==> src/design/spq_pkg.sv <==
`timescale 1ns / 1ps
// ----------------------------------------------------------------------------
// spq_pkg: shared definitions of the stable priority queue
// Storage geometry, entry and result records, operation and status codes,
// and the ring-address helpers used by the queue controller.
// ----------------------------------------------------------------------------
package spq_pkg;

	// storage geometry
	localparam int DEPTH = 16;
	localparam int AW    = (DEPTH > 1) ? $clog2(DEPTH) : 1;
	localparam int CW    = $clog2(DEPTH + 1);
	localparam int VW    = 32;
	localparam int PW    = 8;
	localparam int EW    = VW + PW;

	typedef logic [AW-1:0] addr_t;
	typedef logic [CW-1:0] count_t;

	localparam count_t FULL_COUNT = count_t'(DEPTH);

	// operation codes
	localparam logic OP_ENQ = 1'b0;
	localparam logic OP_DEQ = 1'b1;

	// status codes
	localparam logic [1:0] STATUS_OK    = 2'd0;
	localparam logic [1:0] STATUS_EMPTY = 2'd1;
	localparam logic [1:0] STATUS_FULL  = 2'd2;

	localparam logic [VW-1:0] NEG_ONE = '1;

	// one stored entry
	typedef struct packed {
		logic [PW-1:0] prio;
		logic [VW-1:0] value;
	} entry_t;

	// one result record
	typedef struct packed {
		logic [VW-1:0] removed;
		logic [1:0]    status;
		logic [VW-1:0] front;
		logic [4:0]    count;
		logic          empty;
	} res_t;

	// physical slot of logical position k behind the head
	function automatic addr_t ring_addr(input addr_t head, input addr_t k);
		logic [AW:0] s;
		s = {1'b0, head} + {1'b0, k};
		if (s >= (AW+1)'(DEPTH)) begin
			s = s - (AW+1)'(DEPTH);
		end
		return s[AW-1:0];
	endfunction

	// next slot round the ring
	function automatic addr_t ring_inc(input addr_t a);
		return (a == addr_t'(DEPTH - 1)) ? '0 : a + addr_t'(1);
	endfunction

	// low five bits of the entry count
	function automatic logic [4:0] count5(input count_t c);
		logic [CW+4:0] ext;
		ext = {5'b0, c};
		return ext[4:0];
	endfunction

endpackage

==> src/design/spq_ram.sv <==
`timescale 1ns / 1ps
// ----------------------------------------------------------------------------
// spq_ram: generic simple dual-port RAM
// One write port and one read port, read data registered.
// ----------------------------------------------------------------------------
module spq_ram #(
	parameter int WIDTH = 8,
	parameter int DEPTH = 16
) (
	input  logic                                     clk,
	input  logic                                     we,
	input  logic [((DEPTH > 1) ? $clog2(DEPTH) : 1)-1:0] waddr,
	input  logic [WIDTH-1:0]                         wdata,
	input  logic                                     re,
	input  logic [((DEPTH > 1) ? $clog2(DEPTH) : 1)-1:0] raddr,
	output logic [WIDTH-1:0]                         rdata
);

	logic [WIDTH-1:0] mem_q [DEPTH];

	// write port
	always_ff @(posedge clk) begin
		if (we) begin
			mem_q[waddr] <= wdata;
		end
	end

	// registered read port
	always_ff @(posedge clk) begin
		if (re) begin
			rdata <= mem_q[raddr];
		end
	end

endmodule

==> src/design/stable_priority_queue.sv <==
`timescale 1ns / 1ps
// ----------------------------------------------------------------------------
// stable_priority_queue: sorted priority queue with fifo order among ties
// Entries live in a ring held in one RAM, highest priority at the head.
// ----------------------------------------------------------------------------
// Each request takes one operation at a time. A dequeue that empties the
// queue, an enqueue into an empty queue and any refused request finish in the
// cycle they are taken, and a dequeue that leaves a new front waits for the
// registered RAM read of that entry. An enqueue walks back from the tail
// through the RAM, one entry a cycle, moving each lower-priority entry up one
// slot until it meets an entry of greater or equal priority; a new entry that
// lands at the front is written at the head in a final step. The single
// RAM read port sets this pace. A result waits in an output register; while
// it is held the next request is taken, and a second finished result is
// parked until the first is collected. No clearing pass is needed after reset.
// ----------------------------------------------------------------------------
module stable_priority_queue (
	input  logic                 clk,
	input  logic                 arst_n,
	input  logic                 in_valid,
	output logic                 in_ready,
	input  logic                 operation,
	input  logic signed [31:0]   value,
	input  logic [7:0]           priority_req,
	output logic                 out_valid,
	input  logic                 out_ready,
	output logic signed [31:0]   removed_value,
	output logic [1:0]           status,
	output logic signed [31:0]   front_value,
	output logic [4:0]           entry_count,
	output logic                 empty_flag
);
	import spq_pkg::*;

	typedef enum logic [4:0] {
		ST_IDLE   = 5'b00001,
		ST_INS    = 5'b00010,
		ST_INS_WR = 5'b00100,
		ST_DEQ    = 5'b01000,
		ST_HOLD   = 5'b10000
	} state_t;

	state_t        state_q, state_d;
	addr_t         head_q, head_d;
	count_t        count_q, count_d;
	logic [VW-1:0] front_q, front_d;
	addr_t         k_q, k_d;
	logic [VW-1:0] val_q, val_d;
	logic [PW-1:0] prio_q, prio_d;
	res_t          hold_q, res, out_q;
	logic          out_valid_q;

	logic          accept, done, out_free, load_out;
	res_t          load_res;
	logic          ram_we, ram_re;
	addr_t         ram_waddr, ram_raddr;
	entry_t        ram_wdata, rd;
	logic [EW-1:0] ram_rdata;

	spq_ram #(
		.WIDTH (EW),
		.DEPTH (DEPTH)
	) u_ram (
		.clk   (clk),
		.we    (ram_we),
		.waddr (ram_waddr),
		.wdata (ram_wdata),
		.re    (ram_re),
		.raddr (ram_raddr),
		.rdata (ram_rdata)
	);

	assign rd       = entry_t'(ram_rdata);
	assign in_ready = (state_q == ST_IDLE);
	assign accept   = in_valid && in_ready;
	assign out_free = !out_valid_q || out_ready;

	// operation sequencing
	always_comb begin
		state_d   = state_q;
		head_d    = head_q;
		count_d   = count_q;
		front_d   = front_q;
		k_d       = k_q;
		val_d     = val_q;
		prio_d    = prio_q;
		ram_we    = 1'b0;
		ram_waddr = head_q;
		ram_wdata = entry_t'({prio_q, val_q});
		ram_re    = 1'b0;
		ram_raddr = head_q;
		done      = 1'b0;
		res       = '{removed: NEG_ONE, status: STATUS_OK, front: front_q,
			count: count5(count_q), empty: 1'b0};
		case (state_q)
			ST_IDLE: begin
				if (accept) begin
					val_d  = value;
					prio_d = priority_req;
					if (operation == OP_ENQ) begin
						if (count_q == FULL_COUNT) begin
							done       = 1'b1;
							res.status = STATUS_FULL;
						end else if (count_q == '0) begin
							ram_we    = 1'b1;
							ram_waddr = head_q;
							ram_wdata = entry_t'({priority_req, value});
							front_d   = value;
							count_d   = count_t'(1);
							done      = 1'b1;
							res.front = value;
							res.count = count5(count_t'(1));
						end else begin
							k_d       = addr_t'(count_q - count_t'(1));
							ram_re    = 1'b1;
							ram_raddr = ring_addr(head_q, addr_t'(count_q - count_t'(1)));
							state_d   = ST_INS;
						end
					end else begin
						if (count_q == '0) begin
							done       = 1'b1;
							res.status = STATUS_EMPTY;
							res.front  = '0;
							res.empty  = 1'b1;
						end else if (count_q == count_t'(1)) begin
							head_d      = ring_inc(head_q);
							count_d     = '0;
							done        = 1'b1;
							res.removed = front_q;
							res.front   = '0;
							res.count   = '0;
							res.empty   = 1'b1;
						end else begin
							val_d     = front_q;
							ram_re    = 1'b1;
							ram_raddr = ring_addr(head_q, addr_t'(1));
							head_d    = ring_inc(head_q);
							count_d   = count_q - count_t'(1);
							state_d   = ST_DEQ;
						end
					end
				end
			end
			ST_INS: begin
				ram_we    = 1'b1;
				ram_waddr = ring_addr(head_q, k_q + addr_t'(1));
				if (rd.prio < prio_q) begin
					// lower priority entry moves up one slot
					ram_wdata = rd;
					if (k_q == '0) begin
						state_d = ST_INS_WR;
					end else begin
						k_d       = k_q - addr_t'(1);
						ram_re    = 1'b1;
						ram_raddr = ring_addr(head_q, k_q - addr_t'(1));
					end
				end else begin
					// new entry lands behind this one
					ram_wdata = entry_t'({prio_q, val_q});
					count_d   = count_q + count_t'(1);
					done      = 1'b1;
					res.count = count5(count_q + count_t'(1));
				end
			end
			ST_INS_WR: begin
				// new entry becomes the front
				ram_we    = 1'b1;
				ram_waddr = head_q;
				ram_wdata = entry_t'({prio_q, val_q});
				front_d   = val_q;
				count_d   = count_q + count_t'(1);
				done      = 1'b1;
				res.front = val_q;
				res.count = count5(count_q + count_t'(1));
			end
			ST_DEQ: begin
				front_d     = rd.value;
				done        = 1'b1;
				res.removed = val_q;
				res.front   = rd.value;
			end
			ST_HOLD: begin
				if (out_free) begin
					state_d = ST_IDLE;
				end
			end
			default: begin
				state_d = ST_IDLE;
			end
		endcase
		if (done) begin
			state_d = out_free ? ST_IDLE : ST_HOLD;
		end
	end

	// output register load selection
	assign load_out = (done && out_free) || (state_q == ST_HOLD && out_free);
	assign load_res = (state_q == ST_HOLD) ? hold_q : res;

	// control state
	always_ff @(posedge clk or negedge arst_n) begin
		if (!arst_n) begin
			state_q     <= ST_IDLE;
			head_q      <= '0;
			count_q     <= '0;
			out_valid_q <= 1'b0;
		end else begin
			state_q <= state_d;
			head_q  <= head_d;
			count_q <= count_d;
			if (load_out) begin
				out_valid_q <= 1'b1;
			end else if (out_ready) begin
				out_valid_q <= 1'b0;
			end
		end
	end

	// payload registers
	always_ff @(posedge clk) begin
		front_q <= front_d;
		k_q     <= k_d;
		val_q   <= val_d;
		prio_q  <= prio_d;
		if (done && !out_free) begin
			hold_q <= res;
		end
		if (load_out) begin
			out_q <= load_res;
		end
	end

	assign out_valid     = out_valid_q;
	assign removed_value = out_q.removed;
	assign status        = out_q.status;
	assign front_value   = out_q.front;
	assign entry_count   = out_q.count;
	assign empty_flag    = out_q.empty;

endmodule

==> config.mk <==
export PLATFORM = sky130hd
export DESIGN_NAME = stable_priority_queue
export DESIGN_NICKNAME = d
export VERILOG_FILES = /design/src/design/spq_pkg.sv /design/src/design/spq_ram.sv /design/src/design/stable_priority_queue.sv
export SDC_FILE = /design/constraint.sdc
export NUM_CORES = 1
export LEC_CHECK = 0
export BUFFER_PORTS_ARGS = -buffer_cell sky130_fd_sc_hd__buf_4
export CAP_MARGIN = 10
export CORE_AREA = 3 3 332 236
export DETAILED_ROUTE_END_ITERATION = 7
export DIE_AREA = 0 0 335 239
export GPL_TIMING_DRIVEN = 0
export PLACE_DENSITY = 0.68
export SETUP_SLACK_MARGIN = 0.4
export SYNTH_ARGS = -nofsm -noshare
export SYNTH_HDL_FRONTEND = slang
export SYNTH_HIERARCHICAL = 1
export SYNTH_SLANG_ARGS = --single-unit
==> constraint.sdc <==
create_clock -name clk -period 7 [get_ports clk]
set_clock_uncertainty 0.15 [all_clocks]
set_input_delay 1.4 -clock clk [delete_from_list [all_inputs] [get_ports clk]]
set_output_delay 1.4 -clock clk [all_outputs]
set_load 0.02 [all_outputs]
==> results.ini, run 1 <==
[hold_path]
min_path_cells=1
worstHoldPathType=reg -> reg
min_from=hold_q[0]$_DFFE_PP_
hold_end=empty_flag$_DFFE_PP_

[worst_setup_path]
worstReg2RegStart=state_q[4]$_DFFE_PN0P_
r2r_setup_slack_ps=1390
worstRegToRegCells=12
criticalPathCategory=reg -> reg
worst_setup_path_start_kind=flop
required_ps=7190
critPathMaxFanout=10
cp.arrival_ps=5800
critPathCaptureType=flop
regToRegEndpoint=u_ram/rdata[7]$_DFFE_PP_

[timing]
setup_viol=0
tightest_slew_ps=1240
tns_ps=0
fin_crit_sh=0.802
rsz0062_at_grt=false
worst_hold_slack_ps=383
min_period_ps=5610
hold_viol=0
fmax_ghz=0.178
relSlewSlack=0.170
slew_viol_final=0

[placed_design]
hpwl_um=65200
io_buffers=118
gp_congestion=0.919

[floorplanning]
core_mm2=0.0750
die_w_um=335
io-pin-count=119
core.rowCount=84
die_h_um=239
die-area_mm2=0.0801
start_util=0.500

[clock_tree]
root_buffer=clkbuf_16
post-cts-setup-buffers=0
htree_levels=3
clk_latency_ps=630
numCtsBuffers=81
ctsHoldBuffers=0
clkSinkCount=915
cts_resized=0
clkSlewWorstSetupHoldPaths_ps=70
cts_max_path_buffers=3
cts_tree=yes

[finish]
multi_input_area_mm2=0.00949
area_growth_pct=14.9
fill_cells=5622
fin_nets=2409
ff_latch_area_mm2=0.0274
layout-drive-gt1-share=0.207

[synthesis]
synth_nets=2160
synth-edff-count=900
synth_area_mm2=0.0375
seq_area_frac_synth=0.731
synthFlopType=edfxtp_1
synth_cell_types=69
synthArstFlopShare=0.0164
syn_inst=2090
ys_ff_latch=915
synth.avg_cell_area_um2=17.9
yosysWarnings=6

[global_route]
grtUsageTotal=0.234
grt_pass1_wl_um=136000
antenna_found_initial=0
grt_pass1_vias=20700
grt_max_degree=49
overflow=0

[pwr]
leakage_nw=14.6
ir_drop_mv=0.278
powerDensity_mw_per_mm2=470

[drt]
wl_per_cell_um=27.7
routed_wl_um=93700
final_antenna_net_count=0
viasPerCell=6.27
drc=0
vias=21200
drt_iter0_drc=2750
dr.pass1.iters=5

[run_status]
status=completed

[flow_run]
drv_cap=0

synthesized netlist by cell type, drive strengths merged (5+ instances only):
library cell	instances	share of area
dfrtp	14	0.0093
mux2i	6	0.0016
nand3	45	0.0060
mux2	36	0.011
edfxtp	900	0.72
nand2	277	0.028
a22o	32	0.0075
a21o	39	0.0078
xnor2	9	0.0021
xor2	9	0.0021
buf	48	0.011
inv	19	0.0019
o21ai	55	0.0076
mux4	160	0.10
o21a	32	0.0064
and3	9	0.0015
a21oi	17	0.0024
and2	5	0.00083
a31oi	6	0.0012
nand2b	8	0.0013
nor2	42	0.0043
o211ai	5	0.0014
ha	22	0.0073
clkbuf	75	0.0075
a22oi	124	0.025
a221o	34	0.0091
nor3	10	0.0013
state kept, by name, indices dropped and copies added (netlist names), 2 cells and up:
signal         cells
prio_q             8
k_q                4
u_ram/rdata       40
entry_count        5
hold_q            72
front_q           32
u_ram/mem_q      640
front_value       32
state_q            5
head_q             4
val_q             32
status             2
removed_value     32
count_q            5
report_power, final:
part           switching [mW]  leakage [nW]  internal, mW
Combinational            4.95          5.09          3.13
Clock                    1.93          1.22          2.38
Sequential              0.316          8.34          7.56
routing by layer:
metal	routed length, um	track usage	vias to the layer above
met5	0	0	-
met4	1740	0.0551	0
met3	9730	0.0522	128
met2	42700	0.350	1136
met1	39500	0.353	11000
li1	-	-	8984
kinds of logic (layout without fill, tap and decap cells):
family	count (synthesis)	count (layout)	synth area share
buffers and inverters	143	449	0.0205
other	0	1	0
AND/OR/NAND/NOR	425	425	0.0488
adder cells (fa/ha/maj)	25	25	0.00894
XOR/XNOR	18	18	0.00420
flip-flops	915	915	0.731
multiplexers	202	202	0.114
AO/OA/AOI/OAI	362	362	0.0725
area by class of cell:
cell class                      instances  share of cell area
Clock buffer                           98              0.0500
Timing Repair Buffer                  166              0.0393
Tap cell                              989              0.0287
Sequential cell                       915               0.636
Multi-Input combinational cell       1032               0.220
Antenna cell                            1           0.0000581
Buffer                                123              0.0161
Inverter                               20             0.00174
Clock inverter                         42             0.00824
worst max-delay path, cell delays in order, from the launching register on:
cell and delay (ps):
dfrtp_1 360, buf_2 160, nor2_1 150, nand3_1 420
a311oi_2 1100, nand2b_1 370, o211ai_1 280, buf_2 340
buf_2 280, buf_1 700, mux4_2 410, a22oi_1 330
nand2_1 240
worst max-delay path by stage:
| stage | startpoint | slack, ps | depth (start not counted) | end |
|---|---|---|---|---|
| 2_1_floorplan | operation | 620 | 4 | empty_flag$_DFFE_PP_ |
| 3_3_place_gp | in_valid | -2880 | 6 | u_ram/mem_q[0][16]$_DFFE_PP_ |
| 3_5_place_dp | in_valid | 1410 | 11 | u_ram/rdata[7]$_DFFE_PP_ |
| 4_1_cts | prio_q[1]$_DFFE_PP_ | 1610 | 12 | u_ram/rdata[7]$_DFFE_PP_ |
| 5_1_grt | prio_q[1]$_DFFE_PP_ | 1240 | 12 | u_ram/rdata[7]$_DFFE_PP_ |
| 6_report | state_q[4]$_DFFE_PN0P_ | 1390 | 12 | u_ram/rdata[7]$_DFFE_PP_ |
metrics by stage:
step / utilization / setup WS [ps] / power, mW / std cells / cell area, um2
finish: 0.574 / 1390 / 20.3 / 3386 / 43100
global route: 0.574 / 1240 / 21.1 / 3385 / 43100
CTS: 0.574 / 1610 / 20.3 / 3384 / 43100
detailed placement: 0.541 / 1410 / 16.0 / 3244 / 40600
global placement: 0.528 / -2880 / 15.7 / 3197 / 39600
floorplan: - / 621 / 13.2 / 2090 / 37500
layout by cell type, fill, tap and decap left out, types with 36 or more instances in the layout:
cell type / instances
buf_4: 121
clkbuf_16: 84
a21o_1: 39
edfxtp_1: 900
clkbuf_1: 89
nand2_1: 276
mux4_1: 60
o21ai_0: 50
a22oi_1: 123
nand3_1: 45
mux4_2: 100
mux2_2: 36
Power figures use the tool's default switching activity.
==> run 2: changes to the inputs <==
==> constraint.sdc (replaced) <==
create_clock -name clk -period 5.2 [get_ports clk]
set_clock_uncertainty 0.15 [all_clocks]
set_input_delay 1.04 -clock clk [delete_from_list [all_inputs] [get_ports clk]]
set_output_delay 1.04 -clock clk [all_outputs]
set_load 0.02 [all_outputs]
==> run 2 against run 1 <==
Net effect: the run now ends with antenna rules left; power grew 35%; via count is 0.37% higher; clock power up 39%; critical path type unchanged.
==> results.ini, run 2 (synthesis gave the netlist of run 1 again) <==
[drt]
dr.pass1.iters=6  ; was 5
drc=0  ; unchanged
final_antenna_net_count=1  ; was 0
drt_iter0_drc=2575  ; was 2750
routed_wl_um=93300  ; was 93700 um
wl_per_cell_um=27.5  ; was 27.7 um
vias=21300  ; was 21200
viasPerCell=6.29  ; was 6.27

[finish]
final_cells=3389  ; was 3386
ff_latch_area_mm2=0.0274  ; unchanged
final_cell_mix=edfxtp_1 (900), nand2_1 (276), a22oi_1 (123)  ; unchanged
reg_top3=u_ram/mem_q x640, hold_q x72, u_ram/rdata x40  ; unchanged
area_growth_pct=15.3  ; was 14.9%
stdcell_area_mm2=0.0433  ; was 0.0431 mm2
multi_input_area_mm2=0.00954  ; was 0.00949 mm2
fin_nets=2400  ; was 2409
fill_cells=5593  ; was 5622
largest_reg_flops=640  ; unchanged
layout_commonest_cell=edfxtp_1  ; unchanged
final_util=0.576  ; was 0.574
layout-drive-gt1-share=0.210  ; was 0.207
top_register=u_ram/mem_q  ; unchanged

[timing]
min_period_ps=4630  ; was 5610 ps
setup_ws_ps=570  ; was 1390 ps
slew_viol_final=0  ; unchanged
fmax_ghz=0.216  ; was 0.178 GHz
setup_viol=0  ; unchanged
rsz0062_at_grt=false  ; unchanged
tightest_slew_ps=1110  ; was 1240 ps
hold_viol=0  ; unchanged
worst_hold_slack_ps=125  ; was 383 ps
fin_crit_sh=0.890  ; was 0.802
relSlewSlack=0.243  ; was 0.170
tns_ps=0  ; unchanged

[global_route]
grt_max_degree=49  ; unchanged
grt_pass1_vias=21100  ; was 20700
overflow=0  ; unchanged
antenna_found_initial=1  ; was 0
grt_pass1_wl_um=137000  ; was 136000 um
grtUsageTotal=0.232  ; was 0.234

[worst_setup_path]
critPathCaptureType=flop  ; unchanged
crit_end=u_ram/rdata[7]$_DFFE_PP_  ; unchanged
r2r_setup_slack_ps=570  ; was 1390 ps
startpoint=count_q[0]$_DFFE_PN0P_  ; was state_q[4]$_DFFE_PN0P_
worst_setup_path_start_kind=flop  ; unchanged
criticalPathCategory=reg -> reg  ; unchanged
regToRegEndpoint=u_ram/rdata[7]$_DFFE_PP_  ; unchanged
cp.arrival_ps=4820  ; was 5800 ps
worstReg2RegStart=count_q[0]$_DFFE_PN0P_  ; was state_q[4]$_DFFE_PN0P_
required_ps=5390  ; was 7190 ps
worstRegToRegCells=13  ; was 12
critPathMaxFanout=10  ; unchanged

[clock_tree]
root_buffer=clkbuf_16  ; unchanged
cts_tree=yes  ; unchanged
cts_max_path_buffers=3  ; unchanged
htree_levels=3  ; unchanged
clkSlewWorstSetupHoldPaths_ps=70  ; about the same
numCtsBuffers=81  ; unchanged
clk_latency_ps=640  ; was 630 ps
clkSinkCount=915  ; unchanged

[hold_path]
worstHoldPathType=in -> async  ; was reg -> reg

[placed_design]
gp_congestion=0.900  ; was 0.919
io_buffers=118  ; unchanged
dp_cells=3234  ; was 3244
post-place-ws_ps=-183  ; was 1410 ps
hpwl_um=65200  ; about the same
placed_area_mm2=0.0406  ; unchanged

[floorplanning]
die-area_mm2=0.0801  ; unchanged
die_h_um=239  ; unchanged
core_mm2=0.0750  ; unchanged
core.rowCount=84  ; unchanged
start_util=0.500  ; unchanged
io-pin-count=119  ; unchanged
die_w_um=335  ; unchanged

[pwr]
ir_drop_mv=0.420  ; was 0.278 mV
total_power_mw=27.4  ; was 20.3 mW
powerDensity_mw_per_mm2=634  ; was 470 mW/mm2
leakage_nw=14.7  ; was 14.6 nW

[run_status]
violations=antenna rules
status=finished, violations left  ; was completed

[flow_run]
drv_cap=0  ; unchanged

## run 2: cell count changes in the layout (fill, tap and decap cells not counted), moves of 4 or more
cell	before	now
buf_6	17	1
clkbuf_2	1	7
clkbuf_1	89	83
clkinv_2	12	19
buf_16	7	12
nor3_4	0	4
nor3_2	4	0
diode_2	1	6
## run 2: worst max-delay path: stages (launching register included)
cell      delay, ps
dfrtp_1         490
inv_1           250
ha_1            360
nor2_1          170
o21ai_4         420
clkinv_2        320
mux2i_1         200
o211ai_1        110
o211ai_1        200
buf_6           220
clkbuf_4        340
mux4_2          560
a22oi_1         340
nand2_1         180
## run 2: power by group
| group | internal [mW] | switching [mW] | total (mW) |
|---|---|---|---|
| clock | 3.34 | 2.62 | 5.96 |
| sequential | 10.2 | 0.435 | 10.6 |
| combinational | 4.24 | 6.61 | 10.8 |
| total | 17.8 | 9.67 | 27.4 |
## run 2: worst min path at each step
| stage | endpoint | depth (start not counted) | slack (ps) | start |
|---|---|---|---|---|
| 3_3_place_gp | empty_flag$_DFFE_PP_ | 1 | 370 | hold_q[0]$_DFFE_PP_ |
| 4_1_cts | count_q[0]$_DFFE_PN0P_ | 1 | 100 | arst_n |
| 6_report | count_q[0]$_DFFE_PN0P_ | 1 | 120 | arst_n |
| 5_1_grt | count_q[0]$_DFFE_PN0P_ | 1 | 110 | arst_n |
| 3_5_place_dp | empty_flag$_DFFE_PP_ | 1 | 350 | hold_q[0]$_DFFE_PP_ |
| 2_1_floorplan | status[1]$_DFFE_PP_ | 1 | 340 | hold_q[39]$_DFFE_PP_ |
## run 2: per-layer routing
metal  share of wire  GRT usage
met2            0.45      0.345
met3           0.094     0.0560
met1            0.43      0.350
met4           0.023     0.0585
met5               0          0
## run 2: repair_timing
item                                    CTS  global route
endpoints found under the setup margin   40            40
setup buffers                             1             1
hold buffers                              0             0
gates cloned                              0             0
gates resized for setup                   7            12
pin swaps                                 1             1
## run 2: area by class of cell
class	instances	area share
well taps	989	0.0286
flip-flops and latches	915	0.633
clock inverters	48	0.0106
multi-input cells	1032	0.220
clock buffers	99	0.0494
diodes	6	0.000347
plain buffers	123	0.0165
inverters	20	0.00179
repair buffers	157	0.0388
